File: src/hrlf_pkg.sv
// shared constants, types and the header prefix table of the request length framer
package hrlf_pkg;

	localparam int BYTE_W              = 8;
	localparam int LEN_W               = 32;
	localparam int STATUS_W            = 2;
	localparam int CFG_W               = 32;
	localparam int LENGTH_BITS_DEFAULT = 32;
	localparam logic [CFG_W-1:0] MAX_REQUEST_BYTES_RESET = 32'd65535;

	// result status codes
	localparam logic [STATUS_W-1:0] STATUS_COMPLETE  = 2'd0;
	localparam logic [STATUS_W-1:0] STATUS_LIMIT     = 2'd1;
	localparam logic [STATUS_W-1:0] STATUS_SATURATED = 2'd2;

	// progress through cr lf cr lf
	localparam logic [2:0] TERM_NONE = 3'd0;
	localparam logic [2:0] TERM_CR1  = 3'd1;
	localparam logic [2:0] TERM_LF1  = 3'd2;
	localparam logic [2:0] TERM_CR2  = 3'd3;
	localparam logic [2:0] TERM_LF2  = 3'd4;

	localparam logic [BYTE_W-1:0] CHAR_CR    = 8'h0d;
	localparam logic [BYTE_W-1:0] CHAR_LF    = 8'h0a;
	localparam logic [BYTE_W-1:0] CHAR_SPACE = 8'h20;
	localparam logic [BYTE_W-1:0] CHAR_TAB   = 8'h09;
	localparam logic [BYTE_W-1:0] CHAR_ZERO  = 8'h30;
	localparam logic [BYTE_W-1:0] CHAR_NINE  = 8'h39;

	localparam int PREFIX_LEN = 15;
	localparam int PREFIX_IDX_W = $clog2(PREFIX_LEN);
	localparam logic [PREFIX_IDX_W-1:0] PREFIX_LAST = PREFIX_IDX_W'(PREFIX_LEN - 1);

	// line scanner modes
	typedef enum logic [4:0] {
		SCAN_PREFIX  = 5'b00001,
		SCAN_WS      = 5'b00010,
		SCAN_DIGITS  = 5'b00100,
		SCAN_SKIP    = 5'b01000,
		SCAN_REQLINE = 5'b10000
	} scan_mode_t;

	// "Content-Length:"
	function automatic logic [BYTE_W-1:0] prefix_char(input logic [PREFIX_IDX_W-1:0] idx);
		logic [BYTE_W-1:0] c;
		unique case (idx)
			4'd0:    c = "C";
			4'd1:    c = "o";
			4'd2:    c = "n";
			4'd3:    c = "t";
			4'd4:    c = "e";
			4'd5:    c = "n";
			4'd6:    c = "t";
			4'd7:    c = "-";
			4'd8:    c = "L";
			4'd9:    c = "e";
			4'd10:   c = "n";
			4'd11:   c = "g";
			4'd12:   c = "t";
			4'd13:   c = "h";
			4'd14:   c = ":";
			default: c = '0;
		endcase
		return c;
	endfunction

endpackage

File: src/hrlf_data_if.sv
// byte channel into the request length framer
interface hrlf_data_if;
	import hrlf_pkg::*;

	logic              valid;
	logic              ready;
	logic [BYTE_W-1:0] data_byte;

	modport source (output valid, output data_byte, input ready);
	modport sink   (input valid, input data_byte, output ready);
endinterface

File: src/hrlf_result_if.sv
// result channel out of the request length framer
interface hrlf_result_if;
	import hrlf_pkg::*;

	logic                valid;
	logic                ready;
	logic [LEN_W-1:0]    frame_len;
	logic [STATUS_W-1:0] status;

	modport source (output valid, output frame_len, output status, input ready);
	modport sink   (input valid, input frame_len, input status, output ready);
endinterface

File: src/http_request_length_framer.sv
// top level of the http/1 request length framer
//
// channel   dir  beat payload                         role
// data      in   data_byte[7:0]                   one request byte per beat
// result    out  frame_len[31:0], status[1:0]     one beat per finished request
// cfg_wr_*  in   cfg_wr_data[31:0]                max_request_bytes, written when enabled
//
// one byte per cycle sustained; every byte goes through one shallow update of the
// request state (count, terminator match, line scanner, length accumulator)
// a result shows up in the cycle after the byte that ends its request, in an output
// register; a new byte is taken while it waits only if the result leaves that cycle
// arst_n clears all request state and sets max_request_bytes to 65535
// a stalled result holds off every byte for as long as the output register stays full
module http_request_length_framer #(
	parameter int LENGTH_BITS = hrlf_pkg::LENGTH_BITS_DEFAULT
) (
	input  logic                        clk,
	input  logic                        arst_n,
	input  logic                        cfg_wr_en,
	input  logic [hrlf_pkg::CFG_W-1:0]  cfg_wr_data,
	hrlf_data_if.sink                   data,
	hrlf_result_if.source               result
);
	import hrlf_pkg::*;

	// lengths clip at 2^min(LENGTH_BITS,32)-1
	localparam int EFF_BITS = (LENGTH_BITS >= 32) ? 32 : LENGTH_BITS;
	localparam logic [LEN_W:0] LEN_MAX = (33'(1) << EFF_BITS) - 33'(1);

	// configuration and request state
	logic [CFG_W-1:0]        max_req_q;
	logic [LEN_W-1:0]        byte_count_q;
	logic                    headers_done_q;
	logic [2:0]              term_q;
	scan_mode_t              mode_q;
	logic [PREFIX_IDX_W-1:0] prefix_idx_q;
	logic [EFF_BITS-1:0]     acc_q;
	logic                    found_q;
	logic [EFF_BITS-1:0]     total_q;
	logic                    sat_q;

	// next request state
	logic [LEN_W-1:0]        n_byte_count;
	logic                    n_headers_done;
	logic [2:0]              n_term;
	scan_mode_t              n_mode;
	logic [PREFIX_IDX_W-1:0] n_prefix_idx;
	logic [EFF_BITS-1:0]     n_acc;
	logic                    n_found;
	logic [EFF_BITS-1:0]     n_total;
	logic                    n_sat;

	// per-byte decode
	logic [LEN_W:0]        count_inc;
	logic                  over_limit;
	logic                  prev_cr;
	logic                  is_digit;
	logic [3:0]            digit_val;
	logic [EFF_BITS+3:0]   acc_times10;
	logic [LEN_W:0]        total_sum;
	logic                  emit;
	logic [LEN_W-1:0]      emit_len;
	logic [STATUS_W-1:0]   emit_status;

	// output register
	logic                  out_valid_q;
	logic [LEN_W-1:0]      out_len_q;
	logic [STATUS_W-1:0]   out_status_q;
	logic                  accept;

	// a byte may enter whenever the output register is free or being drained
	assign data.ready = !out_valid_q || result.ready;
	assign accept     = data.valid && data.ready;

	assign count_inc  = {1'b0, byte_count_q} + 33'(1);
	assign over_limit = count_inc > {1'b0, max_req_q};
	assign prev_cr    = (term_q == TERM_CR1) || (term_q == TERM_CR2);
	assign is_digit   = (data.data_byte >= CHAR_ZERO) && (data.data_byte <= CHAR_NINE);
	// ascii digits carry their value in the low nibble
	assign digit_val  = data.data_byte[3:0];
	// times ten as shift and add, wide enough that it cannot wrap
	assign acc_times10 = ({4'b0, acc_q} << 3) + ({4'b0, acc_q} << 1)
		+ (EFF_BITS+4)'(digit_val);

	always_comb begin
		n_byte_count   = byte_count_q;
		n_headers_done = headers_done_q;
		n_term         = term_q;
		n_mode         = mode_q;
		n_prefix_idx   = prefix_idx_q;
		n_acc          = acc_q;
		n_found        = found_q;
		n_total        = total_q;
		n_sat          = sat_q;
		total_sum      = '0;
		emit           = 1'b0;
		emit_len       = '0;
		emit_status    = STATUS_COMPLETE;

		if (over_limit) begin
			// byte dropped, request thrown away
			emit        = 1'b1;
			emit_status = STATUS_LIMIT;
		end else begin
			n_byte_count = count_inc[LEN_W-1:0];

			if (!headers_done_q) begin
				// blank line detector
				priority if (data.data_byte == CHAR_CR) begin
					n_term = (term_q == TERM_LF1) ? TERM_CR2 : TERM_CR1;
				end else if (data.data_byte == CHAR_LF) begin
					n_term = (term_q == TERM_CR1) ? TERM_LF1 :
					         (term_q == TERM_CR2) ? TERM_LF2 : TERM_NONE;
				end else begin
					n_term = TERM_NONE;
				end

				// content-length line scanner
				unique case (mode_q)
					SCAN_PREFIX: begin
						if (found_q || data.data_byte != prefix_char(prefix_idx_q)) begin
							n_mode = SCAN_SKIP;
						end else if (prefix_idx_q == PREFIX_LAST) begin
							n_mode = SCAN_WS;
						end else begin
							n_prefix_idx = prefix_idx_q + PREFIX_IDX_W'(1);
						end
					end
					SCAN_WS: begin
						if (is_digit) begin
							n_acc  = EFF_BITS'(digit_val);
							n_sat  = 1'b0;
							n_mode = SCAN_DIGITS;
						end else if (data.data_byte != CHAR_SPACE
						             && data.data_byte != CHAR_TAB) begin
							n_mode = SCAN_SKIP;
						end
					end
					SCAN_DIGITS: begin
						if (is_digit) begin
							if (|acc_times10[EFF_BITS+3:EFF_BITS]) begin
								n_acc = LEN_MAX[EFF_BITS-1:0];
								n_sat = 1'b1;
							end else begin
								n_acc = acc_times10[EFF_BITS-1:0];
							end
						end else begin
							n_found = 1'b1;
							n_mode  = SCAN_SKIP;
						end
					end
					SCAN_SKIP, SCAN_REQLINE: begin
						// wait for the end of the line
					end
					default: begin
						n_mode = SCAN_SKIP;
					end
				endcase

				// every cr lf starts a new header line
				if (data.data_byte == CHAR_LF && prev_cr) begin
					n_mode       = SCAN_PREFIX;
					n_prefix_idx = '0;
				end

				// end of headers: header bytes plus body length
				if (n_term == TERM_LF2) begin
					total_sum = count_inc + (n_found ? (LEN_W+1)'(n_acc) : '0);
					if (!n_found) begin
						n_sat = 1'b0;
					end
					if (total_sum > LEN_MAX) begin
						total_sum = LEN_MAX;
						n_sat     = 1'b1;
					end
					n_total        = total_sum[EFF_BITS-1:0];
					n_headers_done = 1'b1;
				end
			end

			if (n_headers_done && count_inc[LEN_W-1:0] >= LEN_W'(n_total)) begin
				emit        = 1'b1;
				emit_len    = LEN_W'(n_total);
				emit_status = n_sat ? STATUS_SATURATED : STATUS_COMPLETE;
			end
		end

		// a result ends the request
		if (emit) begin
			n_byte_count   = '0;
			n_headers_done = 1'b0;
			n_term         = TERM_NONE;
			n_mode         = SCAN_REQLINE;
			n_prefix_idx   = '0;
			n_acc          = '0;
			n_found        = 1'b0;
			n_total        = '0;
			n_sat          = 1'b0;
		end
	end

	always_ff @(posedge clk or negedge arst_n) begin
		if (!arst_n) begin
			max_req_q <= MAX_REQUEST_BYTES_RESET;
		end else if (cfg_wr_en) begin
			max_req_q <= cfg_wr_data;
		end
	end

	always_ff @(posedge clk or negedge arst_n) begin
		if (!arst_n) begin
			byte_count_q   <= '0;
			headers_done_q <= 1'b0;
			term_q         <= TERM_NONE;
			mode_q         <= SCAN_REQLINE;
			prefix_idx_q   <= '0;
			acc_q          <= '0;
			found_q        <= 1'b0;
			total_q        <= '0;
			sat_q          <= 1'b0;
		end else if (accept) begin
			byte_count_q   <= n_byte_count;
			headers_done_q <= n_headers_done;
			term_q         <= n_term;
			mode_q         <= n_mode;
			prefix_idx_q   <= n_prefix_idx;
			acc_q          <= n_acc;
			found_q        <= n_found;
			total_q        <= n_total;
			sat_q          <= n_sat;
		end
	end

	// result beat register
	always_ff @(posedge clk or negedge arst_n) begin
		if (!arst_n) begin
			out_valid_q <= 1'b0;
		end else if (accept && emit) begin
			out_valid_q <= 1'b1;
		end else if (result.ready) begin
			out_valid_q <= 1'b0;
		end
	end

	always_ff @(posedge clk) begin
		if (accept && emit) begin
			out_len_q    <= emit_len;
			out_status_q <= emit_status;
		end
	end

	assign result.valid     = out_valid_q;
	assign result.frame_len = out_len_q;
	assign result.status    = out_status_q;

endmodule

File: src/flat_wrapper.sv
// flat-port wrapper written by rule: the top's interface ports become plain ports
module http_request_length_framer_flat import hrlf_pkg::*;
#(
	parameter int LENGTH_BITS = hrlf_pkg::LENGTH_BITS_DEFAULT
)
  (clk, arst_n, cfg_wr_en, cfg_wr_data, data_valid, data_data_byte, data_ready, result_valid, result_frame_len, result_status, result_ready);
  hrlf_data_if data_i ();
  hrlf_result_if result_i ();
  input  logic clk;
  input  logic arst_n;
  input  logic cfg_wr_en;
  input  logic [hrlf_pkg::CFG_W-1:0] cfg_wr_data;
  input wire logic [$bits(data_i.valid)-1:0] data_valid;
  input wire logic [$bits(data_i.data_byte)-1:0] data_data_byte;
  output wire logic [$bits(data_i.ready)-1:0] data_ready;
  output wire logic [$bits(result_i.valid)-1:0] result_valid;
  output wire logic [$bits(result_i.frame_len)-1:0] result_frame_len;
  output wire logic [$bits(result_i.status)-1:0] result_status;
  input wire logic [$bits(result_i.ready)-1:0] result_ready;
  assign data_i.valid = data_valid;
  assign data_i.data_byte = data_data_byte;
  assign data_ready = data_i.ready;
  assign result_valid = result_i.valid;
  assign result_frame_len = result_i.frame_len;
  assign result_status = result_i.status;
  assign result_i.ready = result_ready;
  http_request_length_framer #(.LENGTH_BITS(LENGTH_BITS)) u_core (.clk(clk), .arst_n(arst_n), .cfg_wr_en(cfg_wr_en), .cfg_wr_data(cfg_wr_data), .data(data_i), .result(result_i));
endmodule
File: config.mk
export PLATFORM = sky130hd
export DESIGN_NAME = http_request_length_framer_flat
export DESIGN_NICKNAME = d
export VERILOG_FILES = /design/src/hrlf_pkg.sv /design/src/hrlf_data_if.sv /design/src/hrlf_result_if.sv /design/src/http_request_length_framer.sv /design/src/flat_wrapper.sv
export SDC_FILE = /design/constraint.sdc
export NUM_CORES = 1
export LEC_CHECK = 0
export BUFFER_PORTS_ARGS = -buffer_cell sky130_fd_sc_hd__buf_2
export CORE_AREA = 2 2 232 211
export DETAILED_ROUTE_END_ITERATION = 16
export DIE_AREA = 0 0 234 213
export GPL_TIMING_DRIVEN = 0
export MAX_ROUTING_LAYER = met4
export SLEW_MARGIN = 10
export SYNTH_ARGS = -nofsm -noshare
export SYNTH_HDL_FRONTEND = slang
export SYNTH_SLANG_ARGS = --single-unit
File: constraint.sdc
create_clock -name clk -period 11.25 [get_ports clk]
set_clock_uncertainty 0.2 [all_clocks]
set_input_delay 1.6875 -clock clk [delete_from_list [all_inputs] [get_ports clk]]
set_output_delay 1.6875 -clock clk [all_outputs]
set_load 0.02 [all_outputs]
==> summary.txt, run 1 <==
Placement
  – Post-DP HPWL: around 35,000 um
  – IO Port Bufs: 78
  – Post-place setup slack: -0.768 ns
  – Routability Congestion: 0.934

GRT
  – Grt met1 use: between 20% and 30%
  – Overall routing resource usage: between 15 and 20%
  – Global-route wire length before repair: 68,600 um
  – Initial antenna violation count: 1
  – Largest net degree at the start of global routing: 75
  – M2 GR Usage: between 20% and 30%
  – Top Usage Layer GRT: met1
  – Number of global-route vias before repair: 12,400
  – Met3 usage: 3.94%
  – Grt ovf: 0

Clocking
  – Root buffer cell: clkbuf_16
  – CTS tree: yes
  – H-tree depth: 4
  – # clock sinks: approximately 180
  – TritonCTS buffer count: 17
  – Worst skew pair latency: around 0.47 ns
  – Hold_buf cts: 0
  – Clock transition at path regs: ~0.070 ns
  – Max clock buf depth: 2

Yosys
  – Synth warnings: 0
  – Post-Syn Instances: approximately 1,700
  – Seq cells post-synth: between 150 and 200
  – Number of distinct library cells after synthesis: between 80 and 90
  – Post-synth EDFFs: 34
  – Post-Synthesis Net Count: approximately 1,900
  – Async SR Flop Fraction: 80.9%
  – Syn avg cell area: around 8.4 sq um
  – Synthesized area: between 10,000 and 15,000 sq um
  – Primary FF master, synth: dfrtp_1
  – Post-synthesis sequential area ratio: roughly 33%

Final layout
  – Most frequent cells in the layout: nand2_1 (237), o21ai_0 (205), ha_1 (164)
  – Final core occ: around 34%
  – Most common cell after layout, fill and taps aside: nand2_1
  – Share of post-route cells with drive strength above 1: 11.1%
  – Fillers: just under 5,000
  – Layout Nets: 2,004
  – Synth-to-Final Area Change: 14.1%

Floorplanning
  – Die X: 234 um
  – DIE AREA: roughly 50,000 sq um
  – Die H: between 200 and 250 um
  – Initial Util: 29.8%
  – FP Rows: 76
  – # IOs: just over 80
  – Core ar.: about 47,000 sq um

STA
  – Relative slew slack: about a third
  – Pins Over Slew Limit: 0
  – Hold Violations, Final: 0
  – Setup-failing EPs final: 0
  – Least-Margin Pin Slew: about 0.97 ns
  – Minimum clock period: approximately 11 ns
  – Worst setup margin: 0.360 ns
  – Tcrit/Tclk final: a little over nine tenths
  – Max frequency: 0.0918 GHz

Drt
  – DR iter-0 viols: around 1,100
  – DRC: 0
  – Overall routed net length: approximately 44,000 um
  – DRT antenna net count: 0
  – Vias/cell: ~5.4
  – Wire per inst: roughly 18 um
  – TritonRoute pass-1 iters: 6
  – Via count: about 13,000

Worst setup path
  – Crit. End Element: register
  – Worst Path Max Fanout: 10
  – CP peak stage delay: between 0.5 and 0.6 ns
  – Worst setup SP type: primary input
  – CP required: between 10 and 15 ns
  – Worst setup path class: primary input to register
  – Critical Path Most Common Cell: a21oi_1
  – Slowest-stage cell, CP: fa_1
  – WP data arrival: 10.85 ns

Status
  – Status: finished clean

Flow run
  – MaxCap Viol Count: 0

Min path
  – Hold Path Class: register to register

Power and ir drop
  – Cell Pwr Density: between 90 and 100 nW/um^2
  – VDD IR max: between 100 and 150 uV
  – Leak: around 0.007 uW
  – Total power: ~1500 uW
-- layout make-up --
type                    count  area (sq um)  share of cell area [%]
multi-input cells        1368          9050                    56.1
flip-flops and latches    178          4650                    28.8
well taps                 624           781                    4.84
repair buffers             84           478                    2.96
clock buffers              20           447                    2.77
plain buffers              82           359                    2.23
inverters                  61           234                    1.45
clock inverters            12           131                   0.814
diodes                      1          2.50                  0.0155
-- metrics by stage --
step           TNS, ns  hold WS, ns  std cells  area [sq um]
6_report             0        0.286       2430         16100
5_1_grt        -0.0105        0.315       2429         16100
4_1_cts              0        0.284       2426         16000
3_5_place_dp    -72.66        0.268       2394         15400
3_3_place_gp   -103.24        0.255       2392         15300
2_1_floorplan        0        0.241       1690         14100
-- critical path, delay by kind of cell --
| kind | cells | cell delay (ns) |
|---|---|---|
| xor+xnor | 1 | 0.27 |
| fa+ha+maj | 4 | 1.61 |
| compound gates | 20 | 4.03 |
| mux | 1 | 0.35 |
| simple gates | 4 | 1.05 |
| buf+inv | 8 | 1.82 |
-- cells by family after synthesis --
group / synth area share, %
flip-flops: 32.9
XOR/XNOR: 5.64
AO/OA/AOI/OAI: 24.3
multiplexers: 0.372
buffers and inverters: 4.09
adder cells (fa/ha/maj): 14.9
AND/OR/NAND/NOR: 17.9
-- flip-flops by register name, summed over array words and instances (netlist names) --
signal,cells
u_core.max_req_q,32
u_core.result.frame_len,32
u_core.prefix_idx_q,4
u_core.found_q,1
u_core.headers_done_q,1
u_core.mode_q,5
u_core.term_q,3
u_core.result.valid,1
u_core.byte_count_q,32
u_core.result.status,2
u_core.sat_q,1
u_core.acc_q,32
u_core.total_q,32
-- cells in the mapped netlist (all sizes together), types with 12 or more instances --
library cell / count / share of area (%)
nor2: 117 / 3.1
o21ai: 214 / 7.6
a21o: 34 / 1.8
nand2: 239 / 6.3
a21oi: 153 / 5.5
nor3: 18 / 0.67
edfxtp: 34 / 7.2
nand3: 40 / 1.4
clkbuf: 69 / 1.8
ha: 164 / 15
and3: 25 / 1.1
a31oi: 16 / 0.71
xor2: 33 / 2.0
dfrtp: 127 / 22
o21a: 12 / 0.64
xnor2: 58 / 3.6
dfstp: 17 / 3.2
inv: 60 / 1.6
o31ai: 15 / 0.89
buf: 14 / 0.62
o22ai: 13 / 0.62
nand4: 26 / 1.2
nand2b: 17 / 0.75
a211oi: 15 / 0.87
-- per-layer routing --
metal	wire length [um]	vias up	share of wire, %
met5	0	-	0
met4	458	0	1.0
met3	3230	37	7.3
met2	18700	457	43
met1	21600	6336	49
li1	-	6348	-
-- repair_timing --
item / in CTS / in global routing
cloned: 0 / 0
pin swaps: 0 / 2
endpoints found under the setup margin: 89 / 179
resized for setup: 6 / 36
buffers inserted: 0 / 4
-- final timing paths --
check / from / to / slack [ns] / cells after the start
max in group asynchronous: arst_n / u_core.max_req_q[29]$_DFFE_PN0P_ / 9.06 / 2
setup / recovery: data_data_byte[3] / u_core.result.frame_len[15]$_SDFFCE_PP0P_ / 0.36 / 38
hold reg to reg: u_core.total_q[9]$_DFFE_PN0P_ / u_core.total_q[9]$_DFFE_PN0P_ / 0.29 / 2
hold / removal: u_core.total_q[9]$_DFFE_PN0P_ / u_core.total_q[9]$_DFFE_PN0P_ / 0.29 / 2
min in group asynchronous: arst_n / u_core.prefix_idx_q[2]$_DFFE_PN0P_ / 0.97 / 1
setup reg to reg: u_core.acc_q[20]$_DFFE_PN0P_ / u_core.result.frame_len[15]$_SDFFCE_PP0P_ / 1.25 / 37
-- power breakdown --
part / internal (uW) / total (uW) / switching [uW]
Sequential: 678 / 694 / 15.9
Clock: 334 / 619 / 284
Combinational: 80.5 / 215 / 135
Total: 1090 / 1530 / 435
No activity file was read; power rests on OpenSTA's default activity.
==> run 2: changes to the inputs <==
Settings changed: SKIP_CTS_REPAIR_TIMING set to 1.
Clock period 11.25 ns to 13 ns, I/O delays scaled along.
==> run 2 against run 1 <==
Compared with the run above: power shrank 13%; first-iteration DRC count rose by 9.8%; global-route usage is essentially flat; final cell count is 0.12% lower; final area decreased by 1.1%; clock-buffer cell count unchanged; setup slack better by 0.61 ns; combinational power is 13% lower; clock power shrank 13%; sequential power fell by 13%; register-to-register slack gained 0.89 ns.
==> summary.txt, run 2 (synthesis gave the netlist of run 1 again) <==
STA
  – Tcrit/Tclk final: about 93%
  – Setup-failing EPs final: 0 (unchanged)
  – Pins Over Slew Limit: 0 (unchanged)
  – RSZ-0062 raised after global routing: no
  – Hold Violations, Final: 0 (unchanged)
  – Minimum clock period: around 12 ns
  – Relative slew slack: 41.0% (+5.7 points)
  – Setup Total Neg Slack: 0 ns (unchanged)
  – Max frequency: roughly 0.083 GHz
  – Least-Margin Pin Slew: 0.877 ns (-0.0931 ns)

Worst setup path
  – Worst setup SP type: primary input
  – R2r setup slk: 2.14 ns (+0.89 ns)
  – CP required: 13.16 ns (+1.95 ns)
  – Worst setup path class: primary input to register
  – Crit. End Element: register
  – Slowest-stage cell, CP: nor2_2
  – Worst Path Max Fanout: 10 (unchanged)
  – WP data arrival: 12.19 ns (+1.34 ns)
  – CP peak stage delay: 0.56 ns (about the same)

Final layout
  – Most frequent cells in the layout: nand2_1 (239), o21ai_0 (208), ha_1 (164)
  – Fillers: 4,908 (+0.25%)
  – Most common cell after layout, fill and taps aside: nand2_1
  – Share of post-route cells with drive strength above 1: 9.71% (-1.4 points)
  – Non-Filler Instances: 2,427 (-0.12%)
  – Layout Nets: 2,001 (-0.15%)
  – Synth-to-Final Area Change: 12.8%
  – Area of the multi-input gates: 8920 sq um (-1.5%)
  – Seq. cell area: 4650 sq um (unchanged)

Floorplanning
  – Initial Util: 29.8% (unchanged)
  – Die H: 213 um (unchanged)
  – FP Rows: 76 (unchanged)
  – Die X: 234 um (unchanged)
  – Core ar.: 47,500 sq um (unchanged)
  – DIE AREA: 49,800 sq um (unchanged)
  – # IOs: 81 (unchanged)

Power and ir drop
  – Switching power: 378 uW (-13%)
  – Cell Pwr Density: 83.0 nW/um^2 (-12%)
  – Clock share of power: 40.6% (about the same)
  – Sequential power share: 45.4% (about the same)
  – Sw frac: 28.6% (+0.11 points)
  – VDD IR max: 101 uV (-13%)
  – Combinational Power Share: 14.0% (about the same)
  – Internal: 946 uW (-13%)
  – Leak: 0.00710 uW (-0.72%)

Drt
  – Routed wl met2: 18,700 um (-0.12%)
  – TritonRoute pass-1 iters: 7 (+1)
  – DR top layer: met4
  – Vias/cell: 5.43 (about the same)
  – Via count: 13,200 (-0.053%)
  – DR iter-0 viols: 1,229 (+9.8%)
  – Wire per inst: 18.1 um (about the same)
  – Wl on met1: 21,600 um (about the same)
  – DRT antenna net count: 0 (unchanged)
  – Overall routed net length: 44,000 um (-0.12%)
  – Met3 Wirelength: 3180 um (-1.6%)
  – DRC: 0 (unchanged)

GRT
  – Initial antenna violation count: 1 (unchanged)
  – Global-route wire length before repair: 68,500 um (-0.12%)
  – Overall routing resource usage: 18.2% (-0.024 points)
  – Number of global-route vias before repair: 12,400 (-0.0081%)
  – Largest net degree at the start of global routing: 75 (unchanged)
  – Grt ovf: 0 (unchanged)

Clocking
  – TritonCTS buffer count: 17 (unchanged)
  – CTS tree: yes
  – Root buffer cell: clkbuf_16
  – H-tree depth: 4 (unchanged)
  – Worst skew pair latency: 0.47 ns (about the same)
  – Clock transition at path regs: 0.07 ns (about the same)
  – Max clock buf depth: 2 (unchanged)
  – # clock sinks: 178 (unchanged)

Min path
  – Hold Path Class: register to register

Status
  – Status: finished clean

Placement
  – Placed Instances: 2,394 (unchanged)
  – IO Port Bufs: 78 (unchanged)
  – Post-DP HPWL: 34,700 um (unchanged)
  – Routability Congestion: 0.934 (unchanged)

Flow run
  – MaxCap Viol Count: 0 (unchanged)
run 2: critical path, delay by kind of cell:
family,cells,cell delay [ns]
compound gates,18,4.26
simple gates,7,2.29
fa+ha+maj,5,1.78
buf+inv,7,1.28
mux,1,0.35
xor+xnor,1,0.23
run 2: power groups by stage:
| stage | sequential (uW) | clock (uW) | combinational [uW] |
|---|---|---|---|
| 2_1_floorplan | 608 | 0 | 119 |
| 4_1_cts | 600 | 543 | 184 |
| 5_1_grt | 602 | 568 | 208 |
| 3_3_place_gp | 611 | 0 | 177 |
| 6_report | 601 | 537 | 186 |
| 3_5_place_dp | 611 | 0 | 182 |
run 2: path summary, 6_finish.rpt:
kind	startpoint	end	depth (start not counted)
setup / recovery	data_data_byte[3]	u_core.total_q[18]$_DFFE_PN0P_	39
setup reg to reg	u_core.acc_q[0]$_DFFE_PN0P_	u_core.total_q[18]$_DFFE_PN0P_	38
hold / removal	u_core.total_q[31]$_DFFE_PN0P_	u_core.total_q[31]$_DFFE_PN0P_	2
min in group asynchronous	arst_n	u_core.prefix_idx_q[2]$_DFFE_PN0P_	1
hold reg to reg	u_core.total_q[31]$_DFFE_PN0P_	u_core.total_q[31]$_DFFE_PN0P_	2
max in group asynchronous	arst_n	u_core.max_req_q[29]$_DFFE_PN0P_	2
run 2: final cells by class:
cell class | instances | area share, %
clock inverters | 12 | 0.824
diodes | 1 | 0.0157
clock buffers | 20 | 2.80
inverters | 61 | 1.44
repair buffers | 80 | 2.81
well taps | 624 | 4.89
multi-input cells | 1368 | 55.9
flip-flops and latches | 178 | 29.1
plain buffers | 83 | 2.19
run 2: routing by layer:
layer | global-route usage (%) | vias up
met5 | - | -
met4 | 3.93 | 0
met3 | 3.83 | 37
met2 | 25.9 | 433
met1 | 26.4 | 6360
li1 | - | 6341
run 2: metrics by stage:
| stage | total power [uW] | hold WS, ns | util, % | worst slack, ns | area, sq um |
|---|---|---|---|---|---|
| floorplan | 727 | 0.241 | - | 2.40 | 14100 |
| global placement | 788 | 0.255 | 32.3 | 0.0859 | 15300 |
| detailed placement | 793 | 0.268 | 32.4 | 0.720 | 15400 |
| CTS | 1330 | 0.284 | 33.6 | 1.20 | 15900 |
| global route | 1380 | 0.315 | 33.6 | 0.490 | 15900 |
| finish | 1320 | 0.287 | 33.6 | 0.970 | 16000 |
==> run 3: changes to the inputs <==
Settings changed: CORE_AREA 2 2 232 211 to 2 2 158 144, DIE_AREA 0 0 234 213 to 0 0 160 146, PLACE_DENSITY set to 0.84.
==> run 3 against run 2 <==
Compared with the run above: clock power down 3%; first-iteration DRC count increased by 22%; maximum frequency down 0.66%; critical endpoint is now u_core.result.frame_len[18]$_SDFFCE_PP0P_; sequential cell count stayed put; final cell count fell by 14%; register-to-register slack lost 0.06 ns; worst hold slack worse by 0.0037 ns; clock-buffer cell count fell by 1; core utilization increased by 38 points; wire length decreased by 6.4%.
==> summary.txt, run 3 (synthesis gave the netlist of run 1 again) <==
Status
  – Status: finished clean

STA
  – Relative slew slack: 30.9% (-10 points)
  – Hold Slack: 0.283 ns (-0.00372 ns)
  – RSZ-0062 raised after global routing: no
  – Max frequency: 0.0826 GHz (-0.66%)
  – Hold Violations, Final: 0 (unchanged)
  – Setup-failing EPs final: 0 (unchanged)
  – Minimum clock period: 12.11 ns (+0.0799 ns)
  – Least-Margin Pin Slew: 1.03 ns (+0.150 ns)
  – Pins Over Slew Limit: 0 (unchanged)
  – Setup Total Neg Slack: 0 ns (unchanged)
  – Tcrit/Tclk final: 93.2% (+0.61 points)

Drt
  – DR iter-0 viols: 1,501 (+22%)
  – Via count: 13,600 (+3.2%)
  – Wire per inst: 19.7 um (+8.6%)
  – TritonRoute pass-1 iters: 7 (unchanged)
  – DRC: 0 (unchanged)
  – DRT antenna net count: 0 (unchanged)
  – Overall routed net length: 41,200 um (-6.4%)
  – Vias/cell: 6.49 (+20%)

Floorplanning
  – FP Rows: 51 (-33%)
  – Core ar.: 21,600 sq um (-55%)
  – Die H: 146 um (-31%)
  – Die X: 160 um (-32%)
  – Initial Util: 65.6% (+36 points)
  – DIE AREA: 23,400 sq um (-53%)
  – # IOs: 81 (unchanged)

Final layout
  – Most common cell after layout, fill and taps aside: nand2_1
  – Area of the multi-input gates: 8920 sq um (unchanged)
  – Fillers: 1,721 (-65%)
  – Most frequent cells in the layout: nand2_1 (239), o21ai_0 (208), ha_1 (164)
  – Finished Cell Area: 15,500 sq um (-2.7%)
  – Layout Nets: 2,000 (-0.050%)
  – Final core occ: 72.0% (+38 points)
  – Share of post-route cells with drive strength above 1: 9.77% (+0.061 points)
  – Seq. cell area: 4650 sq um (unchanged)
  – Synth-to-Final Area Change: 9.78%

Placement
  – IO Port Bufs: 78 (unchanged)
  – Routability Congestion: 0.966 (+3.3%)
  – Cell Area, Placed: 14,900 sq um (-2.8%)
  – Post-DP HPWL: 31,600 um (-8.8%)

GRT
  – Overall routing resource usage: 36.3% (+18 points)
  – Grt ovf: 0 (unchanged)
  – Number of global-route vias before repair: 12,900 (+4.5%)
  – Initial antenna violation count: 1 (unchanged)
  – Largest net degree at the start of global routing: 108 (+44%)
  – Global-route wire length before repair: 66,500 um (-3.0%)

Flow run
  – MaxCap Viol Count: 0 (unchanged)

Min path
  – Hold Path Class: register to register
  – Hold path startpoint: u_core.total_q[23]$_DFFE_PN0P_

Clocking
  – TritonCTS buffer count: 17 (unchanged)
  – Root buffer cell: clkbuf_16
  – # clock sinks: 178 (unchanged)
  – CTS tree: yes
  – Worst skew pair latency: 0.45 ns (-0.02 ns)
  – H-tree depth: 4 (unchanged)
  – Clock transition at path regs: 0.07 ns (about the same)
  – Max clock buf depth: 2 (unchanged)

Worst setup path
  – Critical Path Most Common Cell: buf_2
  – CP Buf/Inv Count: 9 (+2)
  – Worst Path Max Fanout: 36 (+26)
  – Worst setup SP type: primary input
  – Crit path from: data_data_byte[3]
  – R2r startpoint: u_core.acc_q[0]$_DFFE_PN0P_
  – CP peak stage delay: 0.70 ns (+0.14 ns)
  – R2r setup slk: 2.08 ns (-0.06 ns)
  – CP required: 12.87 ns (-0.29 ns)
  – Worst setup path class: primary input to register
  – CP top delay family: compound AO/OA/AOI/OAI gates
  – Slowest-stage cell, CP: inv_2
  – WP data arrival: 11.98 ns (-0.21 ns)
  – Crit. End Element: register

Power and ir drop
  – Leak: 0.00710 uW (about the same)
  – Cell Pwr Density: 84.9 nW/um^2 (+2.3%)
  – VDD IR max: 63.7 uV (-37%)
[run 3: changes by cell type in the layout (fill, tap and decap cells not counted), moves of 2 or more]
cell and delta:
inv_8 +3, clkinv_8 +2, bufinv_16 -2, clkinv_2 -2
[run 3: report_power, final]
part | switching [uW] | internal, uW | leakage (uW) | total, uW
Clock | 256 | 267 | 0.000290 | 523
Combinational | 122 | 70.8 | 0.00458 | 193
Sequential | 14.4 | 587 | 0.00223 | 601
Total | 393 | 925 | 0.00710 | 1320
[run 3: per-layer routing]
metal	track usage, %	up-vias	wire (um)
met1	50.2	6530	18000
met3	5.41	91	3550
met5	-	-	0
met2	55.1	633	18500
met4	11.7	0	1170
li1	-	6333	-
[run 3: final timing paths]
check,to,cells past startpoint
setup / recovery,u_core.result.frame_len[18]$_SDFFCE_PP0P_,40
hold / removal,u_core.total_q[23]$_DFFE_PN0P_,2
setup reg to reg,u_core.result.frame_len[18]$_SDFFCE_PP0P_,39
hold reg to reg,u_core.total_q[23]$_DFFE_PN0P_,2
max in group asynchronous,u_core.total_q[23]$_DFFE_PN0P_,2
min in group asynchronous,u_core.prefix_idx_q[2]$_DFFE_PN0P_,1
[run 3: layout make-up]
| class | count | share of cell area [%] |
|---|---|---|
| clock buffer | 19 | 2.93 |
| timing repair buffer | 79 | 2.76 |
| multi-input combinational | 1368 | 57.4 |
| antenna | 1 | 0.0161 |
| tap | 291 | 2.35 |
| inverter | 61 | 1.47 |
| buffer | 83 | 2.25 |
| clock inverter | 13 | 0.862 |
| sequential | 178 | 29.9 |
[run 3: tightest hold or removal path: cells and delay by family, from the launching register on]
kind            cells  cell delay [ns]
simple gates        1             0.05
compound gates      1             0.06
flops               1             0.35
[run 3: metrics by stage]
| step | std cells | setup WS (ns) | power (uW) |
|---|---|---|---|
| after floorplan | 1690 | 2.40 | 727 |
| after global placement | 2059 | 0.271 | 784 |
| after detailed placement | 2060 | 0.699 | 794 |
| after CTS | 2092 | 1.06 | 1310 |
| after global routing | 2093 | 0.301 | 1360 |
| final | 2093 | 0.890 | 1320 |
